<file path="src/khct_pkg.sv">
// khct_pkg: shared types and constants for the k-mer hit chaining table
// no dependencies
package khct_pkg;

  localparam int MAX_PATHS = 32;
  localparam int POS_BITS  = 20;
  localparam int IDX_BITS  = $clog2(MAX_PATHS);
  localparam int CNT_BITS  = $clog2(MAX_PATHS + 1);
  localparam int RATE_BITS = 10;

  typedef logic [POS_BITS-1:0] pos_t;
  typedef logic [IDX_BITS-1:0] idx_t;
  typedef logic [CNT_BITS-1:0] cnt_t;
  typedef logic [RATE_BITS-1:0] rate_t;

  // input actions
  localparam logic [1:0] ACT_HIT   = 2'd0;
  localparam logic [1:0] ACT_DUMP  = 2'd1;
  localparam logic [1:0] ACT_CLEAR = 2'd2;

  // result status codes
  localparam logic [3:0] ST_TRIVIAL = 4'd0;
  localparam logic [3:0] ST_SHORT   = 4'd1;
  localparam logic [3:0] ST_CLOSE   = 4'd2;
  localparam logic [3:0] ST_FAR     = 4'd3;
  localparam logic [3:0] ST_BOTH    = 4'd4;
  localparam logic [3:0] ST_NEW     = 4'd5;
  localparam logic [3:0] ST_NONE    = 4'd6;
  localparam logic [3:0] ST_FULL    = 4'd7;
  localparam logic [3:0] ST_PATH    = 4'd8;
  localparam logic [3:0] ST_EMPTY   = 4'd9;
  localparam logic [3:0] ST_CLEARED = 4'd10;

  // config register indexes
  localparam logic [2:0] REG_MIN_OVL   = 3'd0;
  localparam logic [2:0] REG_MAX_JUMP  = 3'd1;
  localparam logic [2:0] REG_END_LIM   = 3'd2;
  localparam logic [2:0] REG_CLOSE     = 3'd3;
  localparam logic [2:0] REG_FAR       = 3'd4;
  localparam logic [2:0] REG_DIV       = 3'd5;
  localparam logic [2:0] REG_MAX_OVH   = 3'd6;
  localparam logic [2:0] REG_CHECK_OVH = 3'd7;

  // one accepted request as handed from front to back
  typedef struct packed {
    logic [1:0] action;
    pos_t       cur_pos;
    pos_t       ext_pos;
    pos_t       cur_len;
    pos_t       ext_len;
    logic       same_read;
    logic       ext_is_self_rc;
  } req_t;

  // one result item
  typedef struct packed {
    logic [3:0] status;
    logic [5:0] path_count;
    pos_t       cur_begin;
    pos_t       cur_end;
    pos_t       ext_begin;
    pos_t       ext_end;
    logic       passes_test;
    logic       last;
  } res_t;

  // configuration snapshot
  typedef struct packed {
    pos_t  min_overlap;
    pos_t  max_jump;
    pos_t  jump_end_limit;
    rate_t close_jump_rate;
    rate_t far_jump_rate;
    rate_t divergence_rate;
    pos_t  max_overhang;
    logic  check_overhang;
  } cfg_t;

endpackage

</file>
<file path="src/khct_front.sv">
// khct_front: request intake queue between the ports and the table engine
// depends on khct_pkg
module khct_front (
  input  logic            clk,
  input  logic            rst,
  input  logic            push,
  output logic            full,
  input  khct_pkg::req_t  in_req,
  output logic            req_valid,
  input  logic            req_take,
  output khct_pkg::req_t  req
);

  localparam int QD = 2;

  khct_pkg::req_t mem [QD];
  logic           wptr, rptr;
  logic [1:0]     count;

  assign full      = (count == 2'(QD));
  assign req_valid = (count != 2'd0);
  assign req       = mem[rptr];

  // two-entry request queue
  always_ff @(posedge clk) begin
    if (rst) begin
      wptr  <= 1'b0;
      rptr  <= 1'b0;
      count <= 2'd0;
    end else begin
      if (push && !full) begin
        wptr <= ~wptr;
      end
      if (req_take && req_valid) begin
        rptr <= ~rptr;
      end
      count <= count + 2'(push && !full) - 2'(req_take && req_valid);
    end
  end

  always_ff @(posedge clk) begin
    if (push && !full) begin
      mem[wptr] <= in_req;
    end
  end

endmodule

</file>
<file path="config.mk">
export PLATFORM = sky130hd
export DESIGN_NAME = khct_front
export DESIGN_NICKNAME = d
export VERILOG_FILES = /design/src/khct_pkg.sv /design/src/khct_front.sv
export SDC_FILE = /design/constraint.sdc
export NUM_CORES = 1
export LEC_CHECK = 0
export ABC_CLOCK_PERIOD_IN_PS = 4150
export BUFFER_PORTS_ARGS = -buffer_cell sky130_fd_sc_hd__buf_2
export CELL_PAD_IN_SITES_DETAIL_PLACEMENT = 2
export CELL_PAD_IN_SITES_GLOBAL_PLACEMENT = 2
export CORE_ASPECT_RATIO = 0.8
export CORE_UTILIZATION = 38
export CTS_CLUSTER_SIZE = 16
export DETAILED_ROUTE_END_ITERATION = 7
export GPL_TIMING_DRIVEN = 0
export PLACE_DENSITY = 0.81
export SYNTH_ARGS = -nofsm -noshare
export SYNTH_HDL_FRONTEND = slang
export SYNTH_SLANG_ARGS = --single-unit
</file>
<file path="constraint.sdc">
create_clock -name clk -period 4.15 [get_ports clk]
set_input_delay 0.2075 -clock clk [delete_from_list [all_inputs] [get_ports clk]]
set_output_delay 0.2075 -clock clk [all_outputs]
set_load 0.005 [all_outputs]
</file>
==> impl_results.md <==
- Die Footprint: 17100 um2
- Post-detailed-routing wire length: 17400 um
- Hold Path Cell Cnt: 2
- Clock Pin Slew Worst Setup and Hold Paths: roughly 0.07 ns
- Pins over their slew limit: 0
- First-pass GRT wire length: 25800 um
- HP Start: rst
- Overall die width: 146 um
- Crit path capture type: register
- Total power: a little over 5000 uW
- Cts bufs inserted: 17
- Number of fill cells: between 1000 and 1500
- Synthesized area divided by synthesized cell count: around 22 um2
- Critical path's largest stage delay: approximately 0.43 ns
- Pin count of the biggest net entering global routing: 48
- Worst reg2reg path startpoint: count[0]
- Worst reg2reg path depth: 5
- Hold-critical path endpoint: count[0]
- Yosys synthesis warning count: 0
- CTS root buffer: clkbuf_16
- Reg-to-Reg End: mem[0][47]
- Number of gates given a new drive strength after cts: 0
- Inserted Diodes: 0
- Average wire per standard cell: between 20 and 25 um
- Initial core utilization: 0.394
- Total routing usage reported by global routing: 0.212
- Post-route clock period utilization: 0.517
- Area fraction of the dominant cell type after synthesis: 0.799
- DRT antenna net count: 0
- Post-synthesis cell type count: 22
- Peak supply drop: 0.000405 V
- Clock Tree Buf Depth: 2
- Final Hold Fails: 0
- Setup slack of the worst register-to-register path: between 2 and 2.5 ns
- Sequence of cells on the critical path: nand2b_2 > inv_2 > or3_1 > inv_4 > buf_16
- Hold_ws: ~0.016 ns
- Global routing's busiest layer: met2
- Setup TNS: 0 ns
- Fraction of layout cells with a size suffix above 1: 0.394
- Clock tree from TritonCTS: built
- Leakage power summed over all cells: around 0.0034 uW
- Area of the core region: around 16000 um2
- Number of placed instances, taps included: 677
- Die height: ~120 um
- Timing-limited maximum frequency: approximately 470 MHz
- Required @ worst endpoint: 4.25 ns
- Proportion of synthesized chip area in sequential cells: 0.815
- Number of top-level pins: 174
- Total number of placement rows: slightly above 40
- Critical path buffer and inverter count: 3
- GRT met3 Usage: 0.0620
- Grt met2 use: 0.416
- Critical Setup Path Class: reg2reg
- H-Tree Level Count: 4
- Worst slew margin relative to its limit: 0.601
- HPWL Detailed: ~9600 um
- Average via count per standard cell: 4.71
- Run status: completed
- Sink count of the clock tree: between 150 and 200
- Total of flip-flops plus latches after synthesis: between 150 and 200
- Total number of cells along the worst setup path: 5
- Number of endpoints failing setup at the final stage: 0
- Global-route track usage on met1: 0.215
- Synth-to-Final Area Change: 42.5%
- Multi-input gate area: 1070 um2
- Kind of start point of the critical path: register
- Data arrival time of the critical path: approximately 2.3 ns
- Largest fanout of any net on the critical path: 47
- Clock latency on the worst-skew pair: 0.43 ns
- Router iterations before antenna repair: 4
- Number of buffers inserted by port buffering: ~170
- Number of violations reported at the end of detailed-routing iteration 0: between 100 and 150
- Final min period: approximately 2.1 ns
- Most area-consuming cells after synthesis: edfxtp_1 (80%), mux2_1 (14%), dfxtp_1 (1.6%)
- Weighted congestion at the end of routability-driven global placement: 0.725
- Syn Std Cell Area: between 6000 and 7000 um2
- Vias in the first global route: ~4300
- Nets in the synthesized netlist: ~380
- Initial antenna violation count: 0
- Number of max-capacitance violations reported: 0
- Biggest area consumer among synthesized cells: edfxtp_1
- DR DRC count: 0
- Remaining global-route overflow: 0
- RSZ-0062 raised after global routing: false
- Power density over the cells: 566 nW/um2
- Clock skew: 0.0175 ns
- Nets: between 600 and 700
- Slew at the pin closest to its max-slew limit: around 0.60 ns
- Cell class contributing the biggest share of worst-path delay: buffers and inverters
- Sequential cell area: 5140 um2
- Routed via count: approximately 3700
- Mapped Cells: ~290
- Utilization after layout: 0.562
- Hold Path Class: in2reg
- Post-layout instance count excluding filler cells: ~790
- Standard cell with the maximum stage delay on the critical path: inv_4
-- synth_stat cells --
library cell and number:
mux2_2 7, buf_6 6, or3_1 1, o21a_2 1, buf_2 2, edfxtp_1 168
buf_4 1, ha_1 2, inv_2 1, o21ai_0 1, and3_2 1, nor2_1 3
xnor2_1 2, or2_2 1, xor2_1 1, dfxtp_1 5, nor2b_1 1, a21oi_1 1
mux2_1 77, nand2b_2 1, nand2_1 1, inv_1 3
-- worst max path at each step --
stage,from,end
after floorplan,count[0],mem[0][0]
after global placement,count[0],mem[0][29]
after detailed placement,count[0],mem[0][64]
after CTS,count[0],mem[0][47]
after global routing,count[0],mem[0][47]
final,count[0],mem[0][47]
-- per-stage QoR --
stage | setup WS (ns) | instance area, um2
after floorplan | 1.23 | 6310
after global placement | 0.303 | 7450
after detailed placement | 2.05 | 7510
after CTS | 2.01 | 8990
after global routing | 1.90 | 8990
final | 2.00 | 8990
-- placed cells by master, fill, tap and decap left out, drive strengths merged, types with 3 or more instances in the layout --
cell type    count
buf            184
edfxtp         168
dlygate4sd3     84
mux2            84
clkbuf          17
clkinv           6
inv              6
dfxtp            5
bufinv           5
nor2             3
-- worst register-to-register path: stages (launching register included) --
cell and delay (ns):
dfxtp_1 0.41, nand2b_2 0.19, inv_2 0.05, or3_1 0.37, inv_4 0.43, buf_16 0.32
-- layer usage --
layer	wire length, um	share of wire
met1	6400	0.37
met2	9810	0.56
met3	970	0.056
met4	257	0.015
met5	0	0
-- flip-flops by register name (all words and copies together), names as in the netlist, named ones only --
name,flops
wptr,1
mem,168
rptr,1
count,2
-- power by group --
group	switching, uW	leakage, uW	internal (uW)
combinational	572	0.00152	523
clock	692	0.000311	1070
sequential	70.2	0.00161	2170
total	1330	0.00344	3760
-- cells by family after synthesis --
family	count (synthesis)	synth area share
DFF	173	0.815
muxes	84	0.150
buffers and inverters	13	0.0159
and+or+nand+nor	9	0.00793
AOI/OAI and AO/OA	3	0.00297
xor gates and xnor gates	3	0.00416
adders and majority gates	2	0.00396
-- layout make-up --
cell class | count | area share
well taps | 215 | 0.0299
multi-input cells | 101 | 0.119
plain buffers | 9 | 0.00946
clock inverters | 15 | 0.0243
flip-flops and latches | 173 | 0.572
inverters | 4 | 0.00195
clock buffers | 17 | 0.0473
repair buffers | 259 | 0.196
-- repair_timing --
item / CTS / global route
buffers inserted: 0 / 0
hold buffers: 84 / 0
hold endpoints to repair: 168 / 0
Note: power is estimated with default switching activity, not from simulation.
